===== src/rtl/hng_pkg.sv =====
// ----------------------------------------------------------------------------
// hng_pkg
// Shared types, widths and register indexes of the height map normal
// generator.
// ----------------------------------------------------------------------------
package hng_pkg;

   localparam int MAX_WIDTH        = 1024;
   localparam int NORMAL_FRAC_BITS = 14;

   localparam int ADDR_W   = $clog2(MAX_WIDTH);
   localparam int SAMPLE_W = 8;
   localparam int CFG_W    = 11;
   localparam int DIV_CFG_W = 8;
   localparam int CSR_ADDR_W = 2;
   localparam int OUT_W    = 16;

   // Vector components: 2*(a-b) needs 10 bits, -4*s needs 11 bits.
   localparam int V_W      = 11;
   localparam int VSQ_W    = 2 * V_W - 1;
   localparam int SQ_W     = VSQ_W;
   localparam int REM_W    = SQ_W + 1;

   // Quotient of v^2 * 2^(2F+2) / |v|^2 and its integer square root.
   localparam int Q_W        = 2 * NORMAL_FRAC_BITS + 3;
   localparam int DIV_STEPS  = Q_W;
   localparam int ROOT_W     = NORMAL_FRAC_BITS + 2;
   localparam int ROOT_STEPS = ROOT_W;
   localparam int RAD_W      = 2 * ROOT_W;
   localparam int RREM_W     = ROOT_W + 3;
   localparam int STEP_W     = $clog2(DIV_STEPS);

   localparam int COMP_W = 2;
   localparam logic [COMP_W-1:0] COMP_X = 2'd0;
   localparam logic [COMP_W-1:0] COMP_Y = 2'd1;
   localparam logic [COMP_W-1:0] COMP_Z = 2'd2;

   localparam logic [CSR_ADDR_W-1:0] CSR_IMAGE_WIDTH    = 2'd0;
   localparam logic [CSR_ADDR_W-1:0] CSR_IMAGE_HEIGHT   = 2'd1;
   localparam logic [CSR_ADDR_W-1:0] CSR_HEIGHT_DIVISOR = 2'd2;

   localparam logic [CFG_W-1:0]     WIDTH_RESET   = 11'd512;
   localparam logic [CFG_W-1:0]     HEIGHT_RESET  = 11'd512;
   localparam logic [DIV_CFG_W-1:0] DIVISOR_RESET = 8'd25;
   localparam logic [CFG_W-1:0]     MAX_WIDTH_C   = CFG_W'(MAX_WIDTH);

   typedef struct packed {
      logic              clear_wr;
      logic [ADDR_W-1:0] clear_addr;
      logic              accept;
      logic              fetch;
      logic              form;
      logic              sq;
      logic              div_init;
      logic              div_step;
      logic              root_init;
      logic              root_step;
      logic              store;
      logic              out_load;
      logic [COMP_W-1:0] comp;
   } hng_cmd_type;

   typedef struct packed {
      logic emit;
      logic out_busy;
   } hng_stat_type;

endpackage


===== src/rtl/hng_ctrl.sv =====
// ----------------------------------------------------------------------------
// hng_ctrl
// Sequencer: line store clearing, fetch, and the iterations of the shared
// divider and square root unit.
// ----------------------------------------------------------------------------
module hng_ctrl (
   input  logic                  clock,
   input  logic                  reset,
   input  logic                  req_tvalid,
   output logic                  req_tready,
   input  hng_pkg::hng_stat_type stat,
   output hng_pkg::hng_cmd_type  cmd
);
   import hng_pkg::*;

   typedef enum logic [10:0] {
      ST_CLEAR = 11'b000_0000_0001,
      ST_IDLE  = 11'b000_0000_0010,
      ST_FETCH = 11'b000_0000_0100,
      ST_FORM  = 11'b000_0000_1000,
      ST_SQ    = 11'b000_0001_0000,
      ST_DIVI  = 11'b000_0010_0000,
      ST_DIV   = 11'b000_0100_0000,
      ST_ROOTI = 11'b000_1000_0000,
      ST_ROOT  = 11'b001_0000_0000,
      ST_STORE = 11'b010_0000_0000,
      ST_OUTW  = 11'b100_0000_0000
   } hng_state_type;

   hng_state_type     state_ff, state_in;
   logic [STEP_W-1:0] step_ff, step_in;
   logic [COMP_W-1:0] comp_ff, comp_in;
   logic [ADDR_W-1:0] clr_ff, clr_in;

   always_ff @(posedge clock) begin
      if (reset) begin
         state_ff <= ST_CLEAR;
         step_ff  <= '0;
         comp_ff  <= COMP_X;
         clr_ff   <= '0;
      end else begin
         state_ff <= state_in;
         step_ff  <= step_in;
         comp_ff  <= comp_in;
         clr_ff   <= clr_in;
      end
   end

   always_comb begin
      state_in = state_ff;
      step_in  = step_ff;
      comp_in  = comp_ff;
      clr_in   = clr_ff;
      cmd      = '0;
      cmd.comp = comp_ff;
      cmd.clear_addr = clr_ff;
      req_tready = 1'b0;
      case (state_ff)
         ST_CLEAR: begin
            cmd.clear_wr = 1'b1;
            clr_in = clr_ff + 1'b1;
            if (clr_ff == ADDR_W'(MAX_WIDTH - 1)) begin
               state_in = ST_IDLE;
            end
         end
         ST_IDLE: begin
            req_tready = 1'b1;
            if (req_tvalid) begin
               cmd.accept = 1'b1;
               state_in = ST_FETCH;
            end
         end
         ST_FETCH: begin
            cmd.fetch = 1'b1;
            state_in = ST_FORM;
         end
         ST_FORM: begin
            cmd.form = 1'b1;
            comp_in = COMP_X;
            state_in = stat.emit ? ST_SQ : ST_IDLE;
         end
         ST_SQ: begin
            cmd.sq = 1'b1;
            if (comp_ff == COMP_Z) begin
               comp_in = COMP_X;
               state_in = ST_DIVI;
            end else begin
               comp_in = comp_ff + 1'b1;
            end
         end
         ST_DIVI: begin
            cmd.div_init = 1'b1;
            step_in = '0;
            state_in = ST_DIV;
         end
         ST_DIV: begin
            cmd.div_step = 1'b1;
            step_in = step_ff + 1'b1;
            if (step_ff == STEP_W'(DIV_STEPS - 1)) begin
               state_in = ST_ROOTI;
            end
         end
         ST_ROOTI: begin
            cmd.root_init = 1'b1;
            step_in = '0;
            state_in = ST_ROOT;
         end
         ST_ROOT: begin
            cmd.root_step = 1'b1;
            step_in = step_ff + 1'b1;
            if (step_ff == STEP_W'(ROOT_STEPS - 1)) begin
               state_in = ST_STORE;
            end
         end
         ST_STORE: begin
            cmd.store = 1'b1;
            if (comp_ff == COMP_Z) begin
               comp_in = COMP_X;
               state_in = ST_OUTW;
            end else begin
               comp_in = comp_ff + 1'b1;
               state_in = ST_DIVI;
            end
         end
         ST_OUTW: begin
            if (!stat.out_busy) begin
               cmd.out_load = 1'b1;
               state_in = ST_IDLE;
            end
         end
         default: begin
            state_in = ST_IDLE;
         end
      endcase
   end

   a_accept_fetch: assert property (@(posedge clock) disable iff (reset)
      (state_ff == ST_IDLE && req_tvalid) |=> state_ff == ST_FETCH)
      else $error("accepted beat did not start a fetch");

   a_out_release: assert property (@(posedge clock) disable iff (reset)
      (state_ff == ST_OUTW && !stat.out_busy) |=> state_ff == ST_IDLE)
      else $error("result held although output register was free");

   a_clear_blocks: assert property (@(posedge clock) disable iff (reset)
      (state_ff == ST_CLEAR) |-> (!cmd.accept && !cmd.fetch))
      else $error("line store accessed during clearing pass");

endmodule


===== config.mk =====
export PLATFORM = sky130hd
export DESIGN_NAME = hng_ctrl
export DESIGN_NICKNAME = d
export VERILOG_FILES = /design/src/rtl/hng_pkg.sv /design/src/rtl/hng_ctrl.sv
export SDC_FILE = /design/constraint.sdc
export NUM_CORES = 1
export LEC_CHECK = 0
export BUFFER_PORTS_ARGS = -buffer_cell sky130_fd_sc_hd__buf_2
export CAP_MARGIN = 20
export CORE_MARGIN = 2
export CORE_UTILIZATION = 30
export CTS_CLUSTER_DIAMETER = 30
export DETAILED_ROUTE_END_ITERATION = 7
export PLACE_DENSITY = 0.6
export SLEW_MARGIN = 20
export SYNTH_ARGS = -nofsm -noshare
export SYNTH_HDL_FRONTEND = slang
export SYNTH_SLANG_ARGS = --single-unit

===== constraint.sdc =====
create_clock -name clock -period 4.7 [get_ports clock]
set_input_delay 0.94 -clock clock [delete_from_list [all_inputs] [get_ports clock]]
set_output_delay 0.94 -clock clock [all_outputs]
set_load 0.05 [all_outputs]

# After elaboration in Yosys (flattened, before gate mapping)
# Cells that the tools add are included.
# totals
word_cells	60
inputBits	5
regBits	28
out_inout_bits	24
# classes
addsub	3
mux	26
n_reduce_logical	6
eq_ne	21
# op_table
op	n
$pmux W11 S11	1
$mux W11	7
$mux W1	14
$ne A2 B2 Y1 const B	6
$eq A11 B1 Y1 const B	1
$eq A11 B10 Y1 const B	1
$eq A11 B11 Y1 const B	1
$eq A11 B2 Y1 const B	1
$eq A11 B3 Y1 const B	1
$eq A11 B4 Y1 const B	1
$eq A11 B5 Y1 const B	1
$eq A11 B6 Y1 const B	1
$eq A11 B7 Y1 const B	1
$eq A11 B8 Y1 const B	1
$eq A11 B9 Y1 const B	1
$add A10 B1 Y10 const B	1
$eq A10 B10 Y1 const B	1
$pmux W5 S2	1
$reduce_and A6 Y1	1
$reduce_or A2 Y1	3
$add A5 B1 Y5 const B	1
$eq A5 B4 Y1 const B	1
$eq A5 B5 Y1 const B	1
$mux W5	1
5 further kinds	6

# Logic depth before layout (Yosys ltp)
# Gate-level depths: netlist of run 1.
# logic_depth
word_depth	3
depth_mapped	8
ltp_nobuf	8

# Least setup slack after synthesis of run 1
# No wires, ideal clock.
# synth_path
path_kind	register to output
from	register state_ff[6]
to	output port cmd[2] (netlist bit)
arrival_ns	3.045
n_path_buf	1
required_time_ns	3.760
stages_incl_launch_ff	5
setup_slack_ns	0.715
path_cell_list	dfxtp_1 -> clkbuf_1 -> or4_1 -> or3_1 -> nor4b_1
# synth_lines
item	line	rtl
start: declaration	hng_ctrl.sv:30	hng_state_type state_ff, state_in;
start signal: assignment	hng_ctrl.sv:42	state_ff <= state_in;
end: declaration	hng_ctrl.sv:12	output hng_pkg::hng_cmd_type cmd

==> flow_metrics.tcl, run 1 <==
set metrics [dict create \
    finish.instance_area_um2 1775 \
    synth_top_area_share_pct 36.75 \
    yosys.area.top_type "dfxtp_1" \
    diodes 0 \
    seq_area_frac_synth_pct 36.75 \
    rsz0062_at_grt "no" \
    grt_use_total_pct 12.84 \
    die_w_um 75.30 \
    max_freq_mhz 309.1 \
    min_period_over_period_pct 68.84 \
    synth.area.top_cells "dfxtp_1 (37%), nor2_1 (7.1%), xor2_1 (5.7%)" \
    r2r_end "state_ff[1]$_SDFFE_PP0P_" \
    die-area_um2 5670 \
    worstSetupStartpointType "flip-flop" \
    wl_mm 3.367 \
    leakage_nw 0.7309 \
    ctsHtreeMaxLevel 1 \
    min-delay-start "step_ff[3]$_SDFFE_PP0P_" \
    grt_pass1_wl_mm 5.733 \
    status "finished, final reports clean" \
    tns_ns 0 \
    synth_common_cells "nor2_1 (29), dfxtp_1 (28), a21oi_1 (10), xor2_1 (10), nor3_1 (9)" \
    ant_nets 0 \
    slew_viol_final 0 \
    drt_iter0_markers 133 \
    drive_above_1_share_pct 20.10 \
    hold_path_class "reg -> reg" \
    vias_per_cell 5.043 \
    required_ns 3.76 \
    post-dp-hpwl_mm 2.496 \
    remaining_drc_errors 0 \
    cts_tree "yes" \
    maxSlewHeadroom_pct 63.28 \
    n_fill_cell 537 \
    crit_fanout 8 \
    holdPathStages 2 \
    finalCriticalPeriod_ns 3.235 \
    grt_overflow 0 \
    r2r_cells 8 \
    path_clk_slew_ns 0.10 \
    final_hold_viol_count 0 \
    critPathLaunch "state_ff[5]$_SDFFE_PP0P_" \
    start_util_pct 31.66 \
    holdPathEnd "step_ff[3]$_SDFFE_PP0P_" \
    synth_edf_count 0 \
    async_reset_ff_share_pct 0 \
    avgSynthCellArea_um2 8.156 \
    worst_pin_slew_ns 0.5457 \
    synth_most_common_cell "nor2_1" \
    areaGrowthSynthToFinish_pct 16.41 \
    ir_drop_v 0.0003354 \
    ctsHoldBuffers 0 \
    ctsRootBufferMaster "clkbuf_8" \
    synth_seq_cells 28 \
    ys.flop_type "dfxtp_1" \
    io_pins 29 \
    yosys_warnings 0 \
    io_buffers 28 \
    grt_pass1_vias 1212 \
    grt_max_degree 24 \
    skew_ns 0.004435 \
    cts_made_buffers 3 \
    clock_path_buffers 2 \
    wl_per_cell_um 12.20 \
    final_nets 219 \
    drtPass1Iterations 4 \
    clkSinkCount 28 \
    drv_cap 0 \
    syn_nets 196 \
    path_class "reg -> out" \
    cts_resized 0 \
    rrSetupSlack_ns 2.37 \
    clock_latency_ns 0.28 \
    post-cts-setup-buffers 0 \
    die_h_um 75.30 \
    cp-end-kind "primary output" \
    antenna_found_initial 0 \
    post_dp_cell_area_um2 1704 \
    num_vias 1392 \
    rows 25 \
    worstPathArrival_ns 2.30 \
    syn-instance-count 187 \
    synth_area_um2 1525 \
    core-area_um2 4817 \
    p_per_area_nw_per_um2 325.3 \
    globalplace.congestion 0.7896 \
    setup_viol 0 \
    yosysUniqueCellTypes 42 \
    utilization_pct 36.86 \
    r2r-start "step_ff[0]$_SDFFE_PP0P_" \
]
==> layout by cell type (no fill, tap or decap), types with 3 or more instances in the layout <==
cell type | synthesis | layout
a21oi_1 | 10 | 10
nand3_1 | 5 | 5
dfxtp_1 | 28 | 28
inv_1 | 7 | 7
o21ai_0 | 6 | 6
nand2b_1 | 5 | 5
and3_1 | 4 | 4
or3_1 | 6 | 6
nand4_1 | 6 | 6
xor2_1 | 10 | 10
clkbuf_8 | 0 | 3
xnor2_1 | 3 | 3
nor4_1 | 6 | 6
ha_1 | 4 | 4
nor3_1 | 9 | 9
buf_2 | 3 | 28
nand2_1 | 7 | 7
nor2_1 | 29 | 29
==> registers in the layout, indices dropped and copies added (netlist names) <==
| name | cells |
|---|---|
| state_ff | 11 |
| clr_ff | 10 |
| step_ff | 5 |
| comp_ff | 2 |
==> layout make-up <==
type / count / area [um2] / area share (%)
multi-input cells: 141 / 885.9 / 49.89
flip-flops and latches: 28 / 560.5 / 31.57
repair buffers: 29 / 147.6 / 8.316
well taps: 67 / 83.83 / 4.722
clock buffers: 3 / 41.29 / 2.326
clock inverters: 1 / 30.03 / 1.691
inverters: 7 / 26.28 / 1.480
==> metal layers <==
metal | track usage, % | up-vias | routed length [um]
met2 | 20.10 | 36 | 1562
li1 | - | 710 | -
met1 | 18.14 | 644 | 1582
met3 | 3.704 | 2 | 209
met5 | 0 | - | 0
met4 | 1.754 | 0 | 13
==> kinds of logic after synthesis <==
group	Yosys count	synth area share, %
flip-flops	28	36.75
XOR/XNOR	13	7.465
AO/OA/AOI/OAI	25	10.83
AND/OR/NAND/NOR	98	35.85
multiplexers	1	0.6563
adder cells (fa/ha/maj)	4	3.282
buffers and inverters	18	5.168
==> worst max-delay path by stage <==
stage | slack, ns | endpoint
after floorplan | 0.72 | cmd[2]
after global placement | 1.80 | cmd[3]
after detailed placement | 1.78 | cmd[3]
after CTS | 1.47 | cmd[3]
after global routing | 1.32 | cmd[3]
final | 1.46 | cmd[3]
==> through the flow <==
step | setup slack [ns] | cells | hold slack, ns | power, mW
2_1_floorplan | 0.7154 | 187 | 0.4671 | 0.3612
3_3_place_gp | 1.798 | 272 | 0.4914 | 0.3905
3_5_place_dp | 1.776 | 272 | 0.5126 | 0.3897
4_1_cts | 1.468 | 276 | 0.5278 | 0.5846
5_1_grt | 1.317 | 276 | 0.5744 | 0.6066
6_report | 1.465 | 276 | 0.5209 | 0.5776
==> power breakdown <==
group / leakage (nW) / switching [mW] / internal (mW)
Clock: 0.0357 / 0.0791 / 0.114
Sequential: 0.226 / 0.0136 / 0.249
Combinational: 0.469 / 0.0843 / 0.0380
Total: 0.731 / 0.177 / 0.401
==> worst max-delay path, stage by stage, from the launching register on <==
cell,delay (ns)
dfxtp_1,0.40
or4_1,0.64
or3_1,0.43
nor3b_1,0.24
buf_2,0.31
Note: power is estimated with default switching activity, not from simulation.
==> run 2, diff against run 1 <==
--- a/config.mk
+++ b/config.mk
@@ -11,7 +11,7 @@
 export CORE_UTILIZATION = 30
 export CTS_CLUSTER_DIAMETER = 30
 export DETAILED_ROUTE_END_ITERATION = 7
-export PLACE_DENSITY = 0.6
+export PLACE_DENSITY = 0.62
 export SLEW_MARGIN = 20
 export SYNTH_ARGS = -nofsm -noshare
 export SYNTH_HDL_FRONTEND = slang
==> constraint.sdc (replaced) <==
create_clock -name clock -period 2.8 [get_ports clock]
set_input_delay 0.56 -clock clock [delete_from_list [all_inputs] [get_ports clock]]
set_output_delay 0.56 -clock clock [all_outputs]
set_load 0.05 [all_outputs]
==> run 2 against run 1 <==
  * Combinational power rose by 74%
  * Sequential share of layout area shrank 1.4 points
  * Utilization is 1.9 points higher
  * First-iteration DRC count down 53%
  * Via count up 0.65%
  * Flip-flop and latch count unchanged
  * Clock-buffer cell count is the same
  * Sequential power rose by 68%
  * Clock power increased by 69%
  * Clock skew is essentially flat
  * Critical path type unchanged
==> flow_metrics.tcl, run 2 (synthesis gave the netlist of run 1 again) <==
set metrics [dict create \
    worstSetupStartpointType "flip-flop" \
    holdPathEnd "state_ff[1]$_SDFFE_PP0P_" \
    ant_nets 0 \
    min-delay-start "req_tvalid" \
    finalCriticalPeriod_ns 2.722 \
    rrSetupSlack_ns 0.46 \
    path_clk_slew_ns 0.10 \
    layout_commonest_cell "nor2_1" \
    finalPower_uw 978.3 \
    clock_path_buffers 2 \
    remaining_drc_errors 0 \
    r2r_end "state_ff[1]$_SDFFE_PP0P_" \
    crit_fanout 8 \
    cp-end-kind "primary output" \
    grt_max_degree 24 \
    antenna_found_initial 0 \
    hold_path_class "in -> reg" \
    vias_per_cell 4.986 \
    r2r-start "step_ff[0]$_SDFFE_PP0P_" \
    wl_per_cell_um 12.62 \
    die-area_um2 5670 \
    worst_pin_slew_ns 0.5674 \
    ctsHtreeMaxLevel 1 \
    dp_slack_ns 0.2547 \
    cts_made_buffers 3 \
    areaGrowthSynthToFinish_pct 22.40 \
    top_register "state_ff" \
    clock_latency_ns 0.28 \
    die_h_um 75.30 \
    rows 25 \
    rsz0062_at_grt "no" \
    r2r_cells 8 \
    final_hold_viol_count 0 \
    ctsRootBufferMaster "clkbuf_8" \
    tns_ns 0 \
    diodes 0 \
    io_buffers 28 \
    die_w_um 75.30 \
    cp_top_family "simple AND/OR/NAND/NOR gates" \
    post-dp-hpwl_mm 2.579 \
    slew_viol_final 0 \
    ir_drop_v 0.0004831 \
    grt_overflow 0 \
    cp_num_buf_inv 1 \
    holdPathStages 2 \
    start_util_pct 31.66 \
    wl_mm 3.545 \
    crit_slowest_cell "or4_4" \
    final_nets 224 \
    grt_pass1_wl_mm 5.699 \
    max_freq_mhz 367.4 \
    clkSinkCount 28 \
    grt_pass1_vias 1246 \
    ctsHoldBuffers 0 \
    drtPass1Iterations 4 \
    maxSlewHeadroom_pct 62.11 \
    skew_ns 0.004366 \
    core-area_um2 4817 \
    leakage_nw 0.7598 \
    status "finished, final reports clean" \
    grt_use_total_pct 12.81 \
    path_class "reg -> out" \
    cts_tree "yes" \
    p_per_area_nw_per_um2 524.1 \
    globalplace.congestion 0.8317 \
    required_ns 2.24 \
    critical-path-max-stage-delay_ns 0.58 \
    worst_hold_slack_ns 0.4961 \
    drt_iter0_markers 62 \
    largest_register_ffs 11 \
    drive_above_1_share_pct 26.64 \
    drv_cap 0 \
    postLayoutSetupSlackWorst_ns 0.07834 \
    num_vias 1401 \
    io_pins 29 \
    top_regs "state_ff (11), clr_ff (10), step_ff (5)" \
    worstPathArrival_ns 2.16 \
    final_cell_mix "nor2_1 (29), dfxtp_1 (26), buf_2 (23)" \
    min_period_over_period_pct 97.20 \
    post-cts-setup-buffers 0 \
    cp_cell_sequence "or4_4 > or3_1 > nor4b_2 > buf_4" \
    setup_viol 0 \
]
run 2: metrics by stage:
step,cells,instance area [um2],utilization (%)
final,281,1867,38.75
after CTS,281,1854,38.49
after detailed placement,277,1772,36.78
after global routing,281,1867,38.75
after floorplan,187,1555,-
after global placement,277,1772,36.78
run 2: how the worst max path moves through the flow:
| stage | depth (start not counted) | end | slack (ns) | start |
|---|---|---|---|---|
| final | 4 | cmd[2] | 0.08 | state_ff[6]$_SDFFE_PP0P_ |
| after global routing | 5 | cmd[11] | 0.0006 | state_ff[2]$_SDFFE_PP0P_ |
| after CTS | 4 | cmd[6] | 0.02 | state_ff[1]$_SDFFE_PP0P_ |
| after detailed placement | 4 | cmd[3] | 0.25 | state_ff[5]$_SDFFE_PP0P_ |
| after global placement | 4 | cmd[2] | 0.29 | state_ff[5]$_SDFFE_PP0P_ |
| after floorplan | 6 | cmd[6] | -0.31 | state_ff[9]$_SDFFE_PP0P_ |
run 2: layer usage:
layer / share of wire [%] / global-route usage, % / vias up
li1: - / - / 720
met1: 49 / 17.11 / 657
met2: 46 / 21.55 / 22
met3: 4.3 / 3.571 / 2
met4: 0.23 / 1.170 / 0
met5: 0 / 0 / -
run 2: layout make-up:
class | instances | area, um2
Timing Repair Buffer | 34 | 197.7
Sequential cell | 28 | 563.0
Inverter | 7 | 26.28
Fill cell | 520 | 2950
Tap cell | 67 | 83.83
Clock buffer | 3 | 41.29
Clock inverter | 1 | 30.03
Multi-Input combinational cell | 141 | 924.6
run 2: repair_timing:
action / in CTS / in global routing
resized for setup: 4 / 6
pin swaps: 0 / 0
endpoints found under the setup margin: 3 / 6
run 2: power breakdown:
part           leakage, nW  switching, mW  internal, mW
registers            0.227         0.0229         0.418
logic                0.497          0.145        0.0666
clock network       0.0357          0.134         0.191
==> run 3, diff against run 2 <==
--- a/config.mk
+++ b/config.mk
@@ -5,13 +5,15 @@
 export SDC_FILE = /design/constraint.sdc
 export NUM_CORES = 1
 export LEC_CHECK = 0
-export BUFFER_PORTS_ARGS = -buffer_cell sky130_fd_sc_hd__buf_2
+export ABC_AREA = 1
 export CAP_MARGIN = 20
 export CORE_MARGIN = 2
 export CORE_UTILIZATION = 30
 export CTS_CLUSTER_DIAMETER = 30
 export DETAILED_ROUTE_END_ITERATION = 7
-export PLACE_DENSITY = 0.62
+export DONT_BUFFER_PORTS = 1
+export PLACE_DENSITY = 0.57
+export RECOVER_POWER = 25
 export SLEW_MARGIN = 20
 export SYNTH_ARGS = -nofsm -noshare
 export SYNTH_HDL_FRONTEND = slang
==> run 3 against run 2 <==
  * Sequential power is 5.7% higher
  * Via count up 6.6%
  * Final cell count up 18%
  * Critical path depth is 1 higher
  * Die area grew 7.6%
  * Critical path type unchanged
  * Critical endpoint is now cmd[3]
  * Largest cell class unchanged
  * Highest routed layer unchanged
==> flow_metrics.tcl, run 3 <==
set metrics [dict create \
    hold_path_class "in -> reg" \
    io_buffers 0 \
    cts_resized 0 \
    syn_nets 256 \
    ir_drop_v 0.0003819 \
    crit_slowest_cell "inv_1" \
    holdPathStages 1 \
    seq_area_frac_synth_pct 34.02 \
    worst_pin_slew_ns 0.8021 \
    worstPathArrival_ns 1.75 \
    synth_most_common_cell "nand2_1" \
    ctsHtreeMaxLevel 1 \
    max_freq_mhz 432.1 \
    cp_common_cell "nand2_1" \
    final_cell_mix "nand2_1 (50), inv_1 (44), nor2_1 (36)" \
    path_clk_slew_ns 0.10 \
    holdPathEnd "clr_ff[2]$_SDFFE_PP0P_" \
    synth_edf_count 0 \
    leakage_nw 0.8754 \
    highest_layer "met4" \
    min_period_over_period_pct 82.65 \
    final_hold_viol_count 0 \
    syn-instance-count 247 \
    die_w_um 78.12 \
    ys.flop_type "dfxtp_1" \
    synth_seq_cells 28 \
    r2r-start "clr_ff[1]$_SDFFE_PP0P_" \
    ctsRootBufferMaster "clkbuf_8" \
    diodes 0 \
    p_per_area_nw_per_um2 739.4 \
    grt_use_total_pct 13.26 \
    met2_length_mm 1.721 \
    io_pins 29 \
    yosysUniqueCellTypes 29 \
    remaining_drc_errors 0 \
    layout_commonest_cell "nand2_1" \
    ctsHoldBuffers 0 \
    wl_per_cell_um 11.75 \
    post-dp-hpwl_mm 3.050 \
    synthSimpleGateAreaFrac_pct 40.39 \
    cp-end-kind "primary output" \
    setup_viol 0 \
    grt_pass1_vias 1411 \
    met3_length_um 293 \
    required_ns 2.24 \
    rows 26 \
    status "finished, final reports clean" \
    antenna_found_initial 0 \
    yosys.area.top_type "dfxtp_1" \
    synthMuxAreaShare_pct 0 \
    die-area_um2 6102 \
    avgSynthCellArea_um2 6.671 \
    slew_viol_final 0 \
    synth_common_cells "nand2_1 (49), inv_1 (44), nor2_1 (35)" \
    start_util_pct 31.66 \
    drtPass1Iterations 4 \
    async_reset_ff_share_pct 0 \
    clkSinkCount 28 \
    rrSetupSlack_ns 0.54 \
    synth_top_family_by_area "simple AND/OR/NAND/NOR gates" \
    r2r_cells 12 \
    die_h_um 78.12 \
    grt_overflow 0 \
    synthXorXnorAreaFrac_pct 2.658 \
    cts_tree "yes" \
    areaGrowthSynthToFinish_pct 11.01 \
    worst_hold_slack_ns 0.3366 \
    drt_iter0_markers 92 \
    ant_nets 0 \
    synth_top_area_share_pct 34.02 \
    clock_latency_ns 0.28 \
    num_vias 1494 \
    wl_mm 3.890 \
    skew_ns 0.004995 \
    drive_above_1_share_pct 10.34 \
    min-delay-start "reset" \
    post-cts-setup-buffers 0 \
    synth-compound-area-share_pct 8.428 \
    r2r_end "state_ff[1]$_SDFFE_PP0P_" \
    finalCriticalPeriod_ns 2.314 \
    wl_met1_mm 1.835 \
    cp_cell_sequence "nor2_1 > nand2_1 > nor2_8 > nand2_1 > inv_1" \
    crit_fanout 6 \
    path_class "reg -> out" \
    maxSlewHeadroom_pct 46.53 \
    globalplace.congestion 0.7903 \
    synthAdderAreaFrac_pct 3.037 \
    synth_area_um2 1648 \
    yosys_warnings 0 \
    final_nets 271 \
    grt_pass1_wl_mm 6.561 \
    top_register "state_ff" \
    tns_ns 0 \
    worstSetupStartpointType "flip-flop" \
    cts_made_buffers 3 \
    vias_per_cell 4.514 \
    largest_register_ffs 11 \
    synth.area.top_cells "dfxtp_1 (34%), nand2_1 (11%), inv_1 (10%)" \
    core-area_um2 5205 \
    critical-path-max-stage-delay_ns 0.36 \
    drv_cap 0 \
    clock_path_buffers 2 \
    top_regs "state_ff (11), clr_ff (10), step_ff (5)" \
    rsz0062_at_grt "no" \
    grt_max_degree 16 \
]
run 3: worst max path at each step:
stage | cells past startpoint | end | slack [ns] | from
after detailed placement | 5 | cmd[3] | 0.96 | state_ff[5]$_SDFFE_PP0P_
after global placement | 5 | cmd[6] | 0.96 | state_ff[3]$_SDFFE_PP0P_
after floorplan | 5 | cmd[2] | 0.78 | state_ff[5]$_SDFFE_PP0P_
final | 5 | cmd[3] | 0.49 | state_ff[5]$_SDFFE_PP0P_
after CTS | 5 | cmd[3] | 0.64 | state_ff[5]$_SDFFE_PP0P_
after global routing | 5 | cmd[3] | 0.31 | state_ff[5]$_SDFFE_PP0P_
run 3: final cells by class:
class,instances,area (um2)
inverter,48,181.4
multi-input combinational,169,888.4
clock buffer,4,55.05
timing repair buffer,12,56.30
tap,70,87.58
fill,605,3376
sequential,28,560.5
run 3: per-layer routing:
layer | global-route usage, % | vias up
met3 | 3.793 | 5
li1 | - | 795
met5 | 0 | -
met4 | 3.509 | 0
met2 | 21.72 | 39
met1 | 17.09 | 655
run 3: power by group:
group | total, mW | internal (mW) | switching [mW]
logic | 0.627 | 0.156 | 0.471
clock network | 0.259 | 0.126 | 0.133
registers | 0.466 | 0.439 | 0.0273
total | 1.35 | 0.721 | 0.631
run 3: cells by family (layout without fill, tap and decap cells):
| group | after synthesis | in the layout |
|---|---|---|
| xor gates and xnor gates | 5 | 5 |
| AOI/OAI and AO/OA | 26 | 26 |
| DFF | 28 | 28 |
| buffers and inverters | 50 | 64 |
| adders and majority gates | 4 | 4 |
| and+or+nand+nor | 134 | 134 |
run 3: through the flow:
step                util, %  cell area [um2]  cells  setup WS [ns]  total power [mW]
detailed placement    34.93             1818    327         0.9581             1.114
floorplan                 -             1648    247         0.7817            0.9995
global route          35.14             1829    331         0.3093             1.455
finish                35.14             1829    331         0.4858             1.353
global placement      34.93             1818    327         0.9636             1.113
CTS                   35.99             1873    331         0.6355             1.382
run 3: critical path, delay by kind of cell, from the launching register on:
| family | cells | cell delay, ns |
|---|---|---|
| simple gates | 4 | 0.78 |
| flops | 1 | 0.34 |
| buf+inv | 1 | 0.36 |
